--- config.mk ---
export PLATFORM = sky130hd
export DESIGN_NAME = one_shot_timer_pool_top
export DESIGN_NICKNAME = d
export VERILOG_FILES = /design/src/otp_pkg.sv /design/src/one_shot_timer_pool_top.sv /design/src/otp_cell.sv /design/src/otp_tick.sv
export SDC_FILE = /design/constraint.sdc
export NUM_CORES = 1
export LEC_CHECK = 0
export BUFFER_PORTS_ARGS = -buffer_cell sky130_fd_sc_hd__buf_2
export CAP_MARGIN = 25
export CORE_MARGIN = 3
export CORE_UTILIZATION = 35
export CTS_CLUSTER_DIAMETER = 60
export CTS_CLUSTER_SIZE = 12
export DETAILED_ROUTE_END_ITERATION = 6
export SKIP_LAST_GASP = 1
export SYNTH_ARGS = -nofsm -noshare
export SYNTH_HDL_FRONTEND = slang
export SYNTH_SLANG_ARGS = --single-unit
--- constraint.sdc ---
create_clock -name clock -period 8.25 [get_ports clock]
set_input_delay 1.65 -clock clock [delete_from_list [all_inputs] [get_ports clock]]
set_output_delay 1.65 -clock clock [all_outputs]
set_load 0.05 [all_outputs]
--- src/otp_pkg.sv ---
// ----------------------------------------------------------------------------
// otp_pkg: shared types and codes for the one-shot timer pool
// Operation and result codes, stream payload widths and the cell control word.
// ----------------------------------------------------------------------------
package otp_pkg;

   localparam int OP_W          = 2;
   localparam int KIND_W        = 2;
   localparam int SLOT_FIELD_W  = 3;
   localparam int TAG_W         = 32;
   localparam int DELAY_W       = 32;
   localparam int REQ_TDATA_W   = 72;
   localparam int RSP_TDATA_W   = 40;

   typedef enum logic [OP_W-1:0] {
      OP_TICK   = 2'd0,
      OP_START  = 2'd1,
      OP_STOP   = 2'd2,
      OP_UNUSED = 2'd3
   } op_type;

   typedef enum logic [KIND_W-1:0] {
      KIND_STARTED  = 2'd0,
      KIND_NO_FREE  = 2'd1,
      KIND_EXP_CALL = 2'd2,
      KIND_EXP_MSG  = 2'd3
   } kind_type;

   // per-cell control: rotate the ring, load a new timer, or drop one
   typedef struct packed {
      logic shift;
      logic load;
      logic kill;
   } cell_ctl_type;

endpackage

--- src/one_shot_timer_pool_top.sv ---
// ----------------------------------------------------------------------------
// one_shot_timer_pool_top: pool of one-shot countdown timers
// Ring of timer cells rotating past a single decrement unit.
// ----------------------------------------------------------------------------
// One word is taken at a time. A stop clears its slot at once; a start loads
// the slot at once and its report passes through the pending register to the
// output register. A tick rotates the ring of SLOTS cells one position per
// cycle past the one decrement unit, unless the result side stalls it, then
// the flush state sends the held-back result; after the last step every
// cell is back at its home position. Expiries leave in ascending slot order,
// the last one of a tick marked with tlast.
module one_shot_timer_pool_top import otp_pkg::*; #(
   parameter int SLOTS      = 8,
   parameter int COUNT_BITS = 32
) (
   input  logic                   clock,
   input  logic                   reset,
   input  logic                   req_tvalid,
   output logic                   req_tready,
   // [31:0] delay_ticks, [32] deliver_as_message, [64:33] handler_tag,
   // [67:65] stop_slot, [71:68] zero
   input  logic [REQ_TDATA_W-1:0] req_tdata,
   // [1:0] operation
   input  logic [OP_W-1:0]        req_tuser,
   output logic                   rsp_tvalid,
   input  logic                   rsp_tready,
   // [2:0] slot, [34:3] tag, [39:35] zero
   output logic [RSP_TDATA_W-1:0] rsp_tdata,
   // [1:0] kind
   output logic [KIND_W-1:0]      rsp_tuser,
   output logic                   rsp_tlast
);

   localparam int IDX_W = (SLOTS > 1) ? $clog2(SLOTS) : 1;

   typedef enum logic [2:0] {
      ST_IDLE  = 3'b001,
      ST_SWEEP = 3'b010,
      ST_FLUSH = 3'b100
   } state_type;

   state_type state_ff, state_in;
   logic [IDX_W-1:0] step_ff, step_in;

   // pending result: held back until we know whether it is the last one
   logic                    pend_valid_ff, pend_valid_in;
   kind_type                pend_kind_ff, pend_kind_in;
   logic [SLOT_FIELD_W-1:0] pend_slot_ff, pend_slot_in;
   logic [TAG_W-1:0]        pend_tag_ff, pend_tag_in;

   logic                    out_valid_ff, out_valid_in;
   kind_type                out_kind_ff, out_kind_in;
   logic [SLOT_FIELD_W-1:0] out_slot_ff, out_slot_in;
   logic [TAG_W-1:0]        out_tag_ff, out_tag_in;
   logic                    out_last_ff, out_last_in;

   logic                  cell_active [SLOTS];
   logic                  cell_mode   [SLOTS];
   logic [COUNT_BITS-1:0] cell_count  [SLOTS];
   logic [TAG_W-1:0]      cell_tag    [SLOTS];
   cell_ctl_type          cell_ctl    [SLOTS];

   logic                  head_active;
   logic [COUNT_BITS-1:0] head_count;
   logic                  head_exp;
   kind_type              head_kind;

   op_type                req_op;
   logic [DELAY_W-1:0]    req_delay;
   logic                  req_msg;
   logic [TAG_W-1:0]      req_tag;
   logic [SLOT_FIELD_W-1:0] req_stop;
   logic                  req_fire;
   logic                  free_any;
   logic [IDX_W-1:0]      free_idx;
   logic                  out_free;
   logic                  step_go;

   assign req_op    = op_type'(req_tuser);
   assign req_delay = req_tdata[31:0];
   assign req_msg   = req_tdata[32];
   assign req_tag   = req_tdata[64:33];
   assign req_stop  = req_tdata[67:65];

   assign req_tready = (state_ff == ST_IDLE);
   assign req_fire   = req_tvalid && req_tready;
   assign out_free   = !out_valid_ff || rsp_tready;

   // lowest free slot
   always_comb begin
      free_any = 1'b0;
      free_idx = '0;
      for (int i = SLOTS - 1; i >= 0; i--) begin
         if (!cell_active[i]) begin
            free_any = 1'b1;
            free_idx = IDX_W'(i);
         end
      end
   end

   // an expiry with an older result still pending needs room downstream
   assign step_go = (state_ff == ST_SWEEP) && !(head_exp && pend_valid_ff && !out_free);

   for (genvar i = 0; i < SLOTS; i++) begin : g_cell
      logic                  nbr_active;
      logic                  nbr_mode;
      logic [COUNT_BITS-1:0] nbr_count;
      logic [TAG_W-1:0]      nbr_tag;

      if (i == SLOTS - 1) begin : g_tail
         assign nbr_active = head_active;
         assign nbr_mode   = cell_mode[0];
         assign nbr_count  = head_count;
         assign nbr_tag    = cell_tag[0];
      end else begin : g_mid
         assign nbr_active = cell_active[i+1];
         assign nbr_mode   = cell_mode[i+1];
         assign nbr_count  = cell_count[i+1];
         assign nbr_tag    = cell_tag[i+1];
      end

      always_comb begin
         cell_ctl[i].shift = step_go;
         cell_ctl[i].load  = req_fire && (req_op == OP_START) && free_any &&
                             (free_idx == IDX_W'(i));
         cell_ctl[i].kill  = req_fire && (req_op == OP_STOP) &&
                             (32'(i) == 32'(req_stop));
      end

      otp_cell #(
         .COUNT_BITS (COUNT_BITS)
      ) u_cell (
         .clock      (clock),
         .reset      (reset),
         .ctl        (cell_ctl[i]),
         .nbr_active (nbr_active),
         .nbr_mode   (nbr_mode),
         .nbr_count  (nbr_count),
         .nbr_tag    (nbr_tag),
         .ld_mode    (req_msg),
         .ld_count   (COUNT_BITS'(req_delay)),
         .ld_tag     (req_tag),
         .active     (cell_active[i]),
         .mode       (cell_mode[i]),
         .count      (cell_count[i]),
         .tag        (cell_tag[i])
      );
   end

   otp_tick #(
      .COUNT_BITS (COUNT_BITS)
   ) u_tick (
      .active      (cell_active[0]),
      .mode        (cell_mode[0]),
      .count       (cell_count[0]),
      .next_active (head_active),
      .next_count  (head_count),
      .expired     (head_exp),
      .exp_kind    (head_kind)
   );

   always_comb begin
      state_in      = state_ff;
      step_in       = step_ff;
      pend_valid_in = pend_valid_ff;
      pend_kind_in  = pend_kind_ff;
      pend_slot_in  = pend_slot_ff;
      pend_tag_in   = pend_tag_ff;
      out_valid_in  = out_valid_ff && !rsp_tready;
      out_kind_in   = out_kind_ff;
      out_slot_in   = out_slot_ff;
      out_tag_in    = out_tag_ff;
      out_last_in   = out_last_ff;

      unique case (state_ff)
         ST_IDLE: begin
            if (req_fire) begin
               unique case (req_op)
                  OP_TICK: begin
                     state_in = ST_SWEEP;
                     step_in  = '0;
                  end
                  OP_START: begin
                     state_in      = ST_FLUSH;
                     pend_valid_in = 1'b1;
                     pend_kind_in  = free_any ? KIND_STARTED : KIND_NO_FREE;
                     pend_slot_in  = free_any ? SLOT_FIELD_W'(free_idx) : '0;
                     pend_tag_in   = '0;
                  end
                  OP_STOP, OP_UNUSED: begin
                     state_in = ST_IDLE;
                  end
                  default: state_in = ST_IDLE;
               endcase
            end
         end
         ST_SWEEP: begin
            if (step_go) begin
               if (head_exp) begin
                  if (pend_valid_ff) begin
                     out_valid_in = 1'b1;
                     out_kind_in  = pend_kind_ff;
                     out_slot_in  = pend_slot_ff;
                     out_tag_in   = pend_tag_ff;
                     out_last_in  = 1'b0;
                  end
                  pend_valid_in = 1'b1;
                  pend_kind_in  = head_kind;
                  pend_slot_in  = SLOT_FIELD_W'(step_ff);
                  pend_tag_in   = cell_tag[0];
               end
               if (step_ff == IDX_W'(SLOTS - 1)) begin
                  state_in = ST_FLUSH;
               end else begin
                  step_in = step_ff + IDX_W'(1);
               end
            end
         end
         ST_FLUSH: begin
            if (!pend_valid_ff) begin
               state_in = ST_IDLE;
            end else if (out_free) begin
               out_valid_in  = 1'b1;
               out_kind_in   = pend_kind_ff;
               out_slot_in   = pend_slot_ff;
               out_tag_in    = pend_tag_ff;
               out_last_in   = 1'b1;
               pend_valid_in = 1'b0;
               state_in      = ST_IDLE;
            end
         end
         default: state_in = ST_IDLE;
      endcase
   end

   always_ff @(posedge clock) begin
      if (reset) begin
         state_ff      <= ST_IDLE;
         step_ff       <= '0;
         pend_valid_ff <= 1'b0;
         out_valid_ff  <= 1'b0;
      end else begin
         state_ff      <= state_in;
         step_ff       <= step_in;
         pend_valid_ff <= pend_valid_in;
         out_valid_ff  <= out_valid_in;
      end
   end

   always_ff @(posedge clock) begin
      pend_kind_ff <= pend_kind_in;
      pend_slot_ff <= pend_slot_in;
      pend_tag_ff  <= pend_tag_in;
      out_kind_ff  <= out_kind_in;
      out_slot_ff  <= out_slot_in;
      out_tag_ff   <= out_tag_in;
      out_last_ff  <= out_last_in;
   end

   assign rsp_tvalid = out_valid_ff;
   assign rsp_tuser  = out_kind_ff;
   assign rsp_tlast  = out_last_ff;
   assign rsp_tdata  = {{(RSP_TDATA_W - SLOT_FIELD_W - TAG_W){1'b0}}, out_tag_ff, out_slot_ff};

   logic [31:0] active_cnt;
   always_comb begin
      active_cnt = '0;
      for (int i = 0; i < SLOTS; i++) begin
         active_cnt = active_cnt + 32'(cell_active[i]);
      end
   end

   // nothing may be left pending once the block takes a new word
   a_idle_no_pend: assert property (@(posedge clock) disable iff (reset)
      (state_ff == ST_IDLE) |-> !pend_valid_ff)
      else $error("pending result left over in idle");

   // a stalled sweep must not advance the slot counter
   a_stall_holds_step: assert property (@(posedge clock) disable iff (reset)
      ((state_ff == ST_SWEEP) && !step_go) |=> (step_ff == $past(step_ff)))
      else $error("sweep step moved while stalled");

   // a tick never activates a timer
   a_sweep_no_new: assert property (@(posedge clock) disable iff (reset)
      (state_ff == ST_SWEEP) |=> (active_cnt <= $past(active_cnt)))
      else $error("active count grew during a tick");

   // a start with room reports a started slot
   a_start_report: assert property (@(posedge clock) disable iff (reset)
      (req_fire && (req_op == OP_START) && free_any) |=>
         (pend_valid_ff && (pend_kind_ff == KIND_STARTED)))
      else $error("start did not report its slot");

   // a result marked non-final is only produced while a tick is sweeping
   a_nonlast_in_sweep: assert property (@(posedge clock) disable iff (reset)
      (out_valid_in && !out_valid_ff && !out_last_in) |-> (state_ff == ST_SWEEP))
      else $error("non-final result outside a tick");

endmodule

--- src/otp_cell.sv ---
// ----------------------------------------------------------------------------
// otp_cell: one timer slot in the rotating ring
// Holds active/mode/count/tag; takes its neighbor's contents on a shift.
// ----------------------------------------------------------------------------
module otp_cell import otp_pkg::*; #(
   parameter int COUNT_BITS = 32
) (
   input  logic                  clock,
   input  logic                  reset,
   input  cell_ctl_type          ctl,
   input  logic                  nbr_active,
   input  logic                  nbr_mode,
   input  logic [COUNT_BITS-1:0] nbr_count,
   input  logic [TAG_W-1:0]      nbr_tag,
   input  logic                  ld_mode,
   input  logic [COUNT_BITS-1:0] ld_count,
   input  logic [TAG_W-1:0]      ld_tag,
   output logic                  active,
   output logic                  mode,
   output logic [COUNT_BITS-1:0] count,
   output logic [TAG_W-1:0]      tag
);

   logic                  active_ff, active_in;
   logic                  mode_ff, mode_in;
   logic [COUNT_BITS-1:0] count_ff, count_in;
   logic [TAG_W-1:0]      tag_ff, tag_in;

   always_comb begin
      active_in = active_ff;
      mode_in   = mode_ff;
      count_in  = count_ff;
      tag_in    = tag_ff;
      priority if (ctl.shift) begin
         active_in = nbr_active;
         mode_in   = nbr_mode;
         count_in  = nbr_count;
         tag_in    = nbr_tag;
      end else if (ctl.load) begin
         active_in = 1'b1;
         mode_in   = ld_mode;
         count_in  = ld_count;
         tag_in    = ld_tag;
      end else if (ctl.kill) begin
         active_in = 1'b0;
      end
   end

   always_ff @(posedge clock) begin
      if (reset) begin
         active_ff <= 1'b0;
         mode_ff   <= 1'b0;
      end else begin
         active_ff <= active_in;
         mode_ff   <= mode_in;
      end
   end

   always_ff @(posedge clock) begin
      count_ff <= count_in;
      tag_ff   <= tag_in;
   end

   assign active = active_ff;
   assign mode   = mode_ff;
   assign count  = count_ff;
   assign tag    = tag_ff;

endmodule

--- src/otp_tick.sv ---
// ----------------------------------------------------------------------------
// otp_tick: decrement unit at the head of the ring
// Counts the passing slot down by one and flags an expiry when it hits zero.
// ----------------------------------------------------------------------------
module otp_tick import otp_pkg::*; #(
   parameter int COUNT_BITS = 32
) (
   input  logic                  active,
   input  logic                  mode,
   input  logic [COUNT_BITS-1:0] count,
   output logic                  next_active,
   output logic [COUNT_BITS-1:0] next_count,
   output logic                  expired,
   output kind_type              exp_kind
);

   logic [COUNT_BITS-1:0] dec;

   // zero wraps to all ones, so a zero delay runs the full count range
   assign dec         = count - COUNT_BITS'(1);
   assign expired     = active && (dec == '0);
   assign next_active = active && !expired;
   assign next_count  = active ? dec : count;
   assign exp_kind    = mode ? KIND_EXP_MSG : KIND_EXP_CALL;

endmodule

==> metrics.csv, run 1 <==
metric;value;unit
Die Area;87950;um2
post-layout minimum cycle time;5648;ps
TritonCTS clock tree;built;
highest net fanout along the worst path;47;
WS Path Type;reg2reg;
initial DRC count;1059;
Max-slew headroom;31.09;%
most frequent cell after synthesis;edfxtp_1;
sequential share of the synthesized area;61.28;%
die height;296.6;um
Max VDD drop;0.0001537;V
Crit. End Element;flop;
Final HPWL DP;33.72;mm
crit-path cells;inv_1 > ha_1 > nor3b_1 > nand3_1 > o221a_2 > nor3_1 > or4_1 > o21a_4 > buf_4 > nand2b_4 > buf_4;
Async SR Flop Fraction;0;%
setup violators final;0;
clk_lat worst skew;630;ps
Synth cell types;67;
hold buffer count at CTS;0;
Final Hold Fails;0;
Yosys warning count;0;
top post-synthesis cells by area;edfxtp_1 (60%), mux2_4 (26%), buf_12 (3.7%);
synthesized instance count;1584;
maximum buffer depth of the clock tree;3;
Req. time, crit path;8500;ps
Most Crowded Layer GR;met2;
status;finished, final reports clean;
Avg Cell Area, Syn;18.66;um2
Worst EP arrival;5900;ps
Reg2Reg Setup Slack;2600;ps
Worst path top cell family by delay;simple AND/OR/NAND/NOR gates;
Util after Layout;39.02;%
Post-CTS Setup Bufs;0;
worst clock skew;19.95;ps
period utilisation layout;68.46;%
die width;296.6;um
GPL Wtd Cong;0.8658;
number of global-route vias before repair;14090;
CTS clk-pin slew, worst paths;60;ps
Post-Layout Cell Count;2877;
initial antenna violation count;19;
clock sinks;611;
f_max;177.1;MHz
Final Cell Area;32340;um2
Routed WL;58.51;mm
layout net count;1781;
First-pass DRT Iterations;5;
LEAKAGE;0.01127;uW
register area;18110;um2
CP max stage delay;720;ps
I/O Pins;123;
hold path cells;0;
Rows;105;
Post-Syn Area;29550;um2
Initial Util;35.65;%
dpl cells;2759;
critical path's most frequent cell;buf_4;
area of the multi-input gates;10200;um2
TritonCTS Buffers;58;
Worst Hold Class;reg2reg;
Vias/cell;4.812;
worst r2r dst;g_cell[6].u_cell.count[19];
Startpoint Class;flop;
Reg2Reg Launch Point;g_cell[0].u_cell.count[1];
routing usage on met3;3.031;%
DRC;0;
per-cell routed wire length;20.34;um
total negative slack;0;ps
Hold EP;out_tag_ff[7];
dominant synthesized flop cell;edfxtp_1;
Post-synth EDFFs;587;
pwr dens;199.5;nW/um2
Antenna Nets Post-Route;0;
post-CTS sizing;0;
layout filler cell count;7524;
RSZ-0062 raised after global routing;false;
clk root buf;clkbuf_16;
placed instance area;30500;um2
Worst path slowest cell;buf_4;
hold path start;pend_tag_ff[7];
leading area contributor after synthesis;edfxtp_1;
layout cells sized above 1;43.11;%
core region area;82900;um2
grt ovf;0;
Vias;13843;
Layout area overhead;9.455;%
CTS H-tree lvls;2;
top cells by count, synth;edfxtp_1 (587), mux2_4 (514), buf_12 (55);
Final Max Slew Viols;0;
Yosys reg bits;611;
largest net degree at the start of global routing;109;
GR Util All Layers;13.15;%
PortBufs;113;
grt met1 use;18.57;%
met2 Use GR;20.51;%
worst r2r path cells;11;
worst slew pin tran;1024;ps
first-pass GRT wire length;89.56;mm
max cap viols;0;
post-synth top area share;59.65;%
CP Buf/Inv Count;3;
## registers in the layout, indices dropped and copies added (netlist names)
name                  cells
g_cell.u_cell.mode        8
g_cell.u_cell.count     256
pend_valid_ff             1
pend_tag_ff              32
rsp_tvalid                1
rsp_tlast                 1
out_slot_ff               3
state_ff                  3
pend_slot_ff              3
pend_kind_ff              2
out_tag_ff               32
g_cell.u_cell.tag       256
g_cell.u_cell.active      8
rsp_tuser                 2
step_ff                   3
## logic make-up (layout without fill, tap and decap cells)
| family | after synthesis | in the layout | synth area share [%] |
|---|---|---|---|
| AND/OR/NAND/NOR | 230 | 230 | 4.564 |
| XOR/XNOR | 37 | 37 | 1.097 |
| AO/OA/AOI/OAI | 68 | 68 | 1.550 |
| other | 1 | 10 | 0.01269 |
| flip-flops | 611 | 611 | 61.28 |
| multiplexers | 534 | 534 | 26.84 |
| buffers and inverters | 99 | 260 | 4.492 |
| adder cells (fa/ha/maj) | 4 | 4 | 0.1694 |
## metrics by stage
| step | hold WS [ps] | total power [uW] | setup WS (ps) |
|---|---|---|---|
| 2_1_floorplan | 400.3 | 3873 | 2365 |
| 3_3_place_gp | 400.8 | 3963 | 2768 |
| 3_5_place_dp | 404.5 | 3975 | 2639 |
| 4_1_cts | 417.9 | 6547 | 2613 |
| 5_1_grt | 420.0 | 6697 | 2236 |
| 6_report | 415.6 | 6452 | 2602 |
## routing by layer
metal | wire [um] | up-vias
met4 | 1191 | 16
li1 | - | 6361
met3 | 3038 | 120
met2 | 26540 | 266
met5 | 103 | -
met1 | 27640 | 7080
## final cells by class
class                   instances  area share [%]
well taps                    1123           4.344
diodes                          5         0.03868
repair buffers                136           2.507
flip-flops and latches        611           55.98
clock buffers                 104           5.180
multi-input cells             878           31.55
clock inverters                 6          0.2398
inverters                      14          0.1625
## cells in the final DEF (no fill, tap or decap), drive strengths merged, types with 3 or more instances in the layout
cell type and n:
a21oi 14, a31oi 4, and2 36, and3 3, and4 3, buf 136, clkbuf 104, clkinv 3
conb 5, dfxtp 24, diode 5, edfxtp 587, ha 4, inv 16, mux2 525, mux2i 9
nand2 32, nand2b 7, nand3 21, nand4 13, nor2 34, nor2b 14, nor3 19, nor3b 5
nor4 15, nor4b 5, o211ai 4, o21ai 15, o31ai 3, or2 7, or3 4, or4 4
xnor2 17, xor2 20
## where the power goes
group	switching, uW	leakage, uW	total (uW)	internal (uW)
combinational	188	0.00490	425	237
clock	1140	0.000839	2540	1400
sequential	30.6	0.00553	3490	3460
total	1360	0.0113	6450	5090
## worst register-to-register path, cell delays in order, from the launching register on
cell      delay, ps
edfxtp_1        500
inv_1           150
ha_1            270
nor3b_1         680
nand3_1         270
o221a_2         300
nor3_1          300
or4_1           320
o21a_4          400
buf_4           730
nand2b_4        710
buf_4           610
## worst max path at each step
stage,endpoint,start,depth (start not counted)
floorplan,pend_kind_ff[0],g_cell[0].u_cell.count[1],10
global placement,g_cell[6].u_cell.count[19],g_cell[0].u_cell.count[1],11
detailed placement,g_cell[6].u_cell.count[18],g_cell[0].u_cell.count[0],11
CTS,g_cell[6].u_cell.count[18],g_cell[0].u_cell.count[1],11
global route,g_cell[6].u_cell.count[22],g_cell[0].u_cell.count[1],11
finish,g_cell[6].u_cell.count[19],g_cell[0].u_cell.count[1],11
Note: power is estimated with default switching activity, not from simulation.
==> run 2: changes to the inputs <==
- clock period: 8.25 -> 5.1 ns (I/O delays scaled with it)
==> run 2 against run 1 <==
Against the previous run: combinational power grew 66%; fmax grew 24%; sequential share of layout area shrank 0.63 points; setup slack lost 2000 ps; clock power grew 57%; critical endpoint is now g_cell[7].u_cell.count[18]; largest power group unchanged.
==> metrics.csv, run 2 (synthesis gave the netlist of run 1 again) <==
metric;value;unit;change
Post-CTS Setup Bufs;0;;unchanged
Worst Hold Class;reg2reg;;
Final Cell Area;32710;um2;+1.1%
hold path cells;0;;unchanged
Max-slew headroom;34.24;%;+3.2 points
Layout area overhead;10.70;%;
commonest non-fill, non-tap cells in the layout;edfxtp_1 (587), mux2_4 (514), buf_2 (113), clkbuf_16 (59), and2_1 (36);;
Vias/cell;4.825;;+0.28%
setup violators final;0;;unchanged
layout net count;1798;;+0.95%
placed instance area;31020;um2;+1.7%
Max VDD drop;0.0002306;V;+50%
most common cell after layout, fill and taps aside;edfxtp_1;;
grt ovf;0;;unchanged
Fin Hold WS;417.6;ps;+1.940 ps
layout filler cell count;7530;;+0.080%
pwr dens;315.9;nW/um2;+58%
worst slew pin tran;984.3;ps;-39.94 ps
Antenna Nets Post-Route;0;;unchanged
worst clock skew;25.70;ps;+5.749 ps
highest net fanout along the worst path;38;;-19%
total negative slack;0;ps;unchanged
initial DRC count;990;;-6.5%
TritonCTS Buffers;58;;unchanged
CTS H-tree lvls;2;;unchanged
worst r2r path cells;11;;unchanged
Final Hold Fails;0;;unchanged
RSZ-0062 raised after global routing;false;;
clk_lat worst skew;630;ps;about the same
I/O Pins;123;;unchanged
Initial Util;35.65;%;unchanged
per-cell routed wire length;20.22;um;-0.60%
Crit. End Element;flop;;
max cap viols;0;;unchanged
Post-Layout Cell Count;2880;;+0.10%
largest net degree at the start of global routing;93;;-15%
die height;296.6;um;unchanged
clock sinks;611;;unchanged
CTS clk-pin slew, worst paths;60;ps;about the same
core region area;82900;um2;unchanged
WS Path Type;reg2reg;;
Req. time, crit path;5450;ps;-3050 ps
Die Area;87950;um2;unchanged
layout cells sized above 1;44.19;%;+1.1 points
period utilisation layout;89.09;%;+21 points
GR Util All Layers;13.11;%;-0.039 points
clk root buf;clkbuf_16;;
Startpoint Class;flop;;
f_max;220.1;MHz;+24%
Worst EP arrival;4900;ps;-1000 ps
PortBufs;113;;unchanged
Final HPWL DP;35.41;mm;+5.0%
status;finished, final reports clean;;
DRC;0;;unchanged
number of global-route vias before repair;14179;;+0.63%
total design power;10330;uW;+60%
GPL Wtd Cong;0.8595;;-0.73%
hold buffer count at CTS;0;;unchanged
die width;296.6;um;unchanged
initial antenna violation count;18;;-1
TritonCTS clock tree;built;;
dpl cells;2779;;+0.72%
post-CTS sizing;0;;unchanged
LEAKAGE;0.01139;uW;+1.0%
first-pass GRT wire length;89.27;mm;-0.32%
post-layout minimum cycle time;4544;ps;-1104 ps
maximum buffer depth of the clock tree;3;;unchanged
Final Max Slew Viols;0;;unchanged
Routed WL;58.22;mm;-0.50%
Vias;13896;;+0.38%
Rows;105;;unchanged
First-pass DRT Iterations;5;;unchanged
## run 2: changes by cell type in the layout (fill, tap and decap cells not counted), moves of 2 or more
cell and delta:
buf_16 -3, buf_12 +27, buf_4 -7, clkbuf_8 -2, diode_2 +5, clkinv_2 -2
clkbuf_1 -17
## run 2: worst max-delay path: stages (launching register included)
cell and delay (ps):
edfxtp_1 510, inv_1 150, ha_1 270, nor3b_4 380, nand3_1 210, o221a_2 310
nor3_1 370, or4_1 330, o21a_4 660, buf_12 390, buf_12 310, mux2_4 330
## run 2: layout make-up
| cell class | instances | area (um2) | area share [%] |
|---|---|---|---|
| Sequential cell | 611 | 18110 | 55.36 |
| Tap cell | 1123 | 1405 | 4.295 |
| Timing Repair Buffer | 153 | 1216 | 3.718 |
| Antenna cell | 10 | 25.02 | 0.07650 |
| Multi-Input combinational cell | 878 | 10240 | 31.31 |
| Inverter | 14 | 52.55 | 0.1606 |
| Clock buffer | 85 | 1584 | 4.842 |
| Clock inverter | 6 | 78.83 | 0.2410 |
## run 2: final timing paths
path | slack [ps] | to | from
max | 560 | g_cell[7].u_cell.count[18] | g_cell[0].u_cell.count[1]
min | 420 | out_tag_ff[22] | pend_tag_ff[22]
max reg2reg | 560 | g_cell[7].u_cell.count[18] | g_cell[0].u_cell.count[1]
min reg2reg | 420 | out_tag_ff[22] | pend_tag_ff[22]
## run 2: where the power goes
part | switching, uW | internal (uW)
logic | 310 | 396
clock network | 1810 | 2180
registers | 45.5 | 5590
total | 2170 | 8170
## run 2: stage by stage
step / setup slack [ps] / utilization (%)
final: 556.3 / 39.46
after global routing: 288.9 / 39.43
after CTS: 528.6 / 39.43
after detailed placement: 564.9 / 37.42
after global placement: 628.6 / 37.42
after floorplan: -437.3 / -
## run 2: layer usage
metal / wire length (um) / vias up / part of all wire [%] / GRT usage [%]
met5: 52 / - / 0.089 / 0
met4: 1074 / 8 / 1.8 / 3.073
met3: 3522 / 94 / 6.0 / 2.755
met2: 26510 / 287 / 46 / 20.51
met1: 27070 / 7129 / 46 / 18.73
li1: - / 6378 / - / -
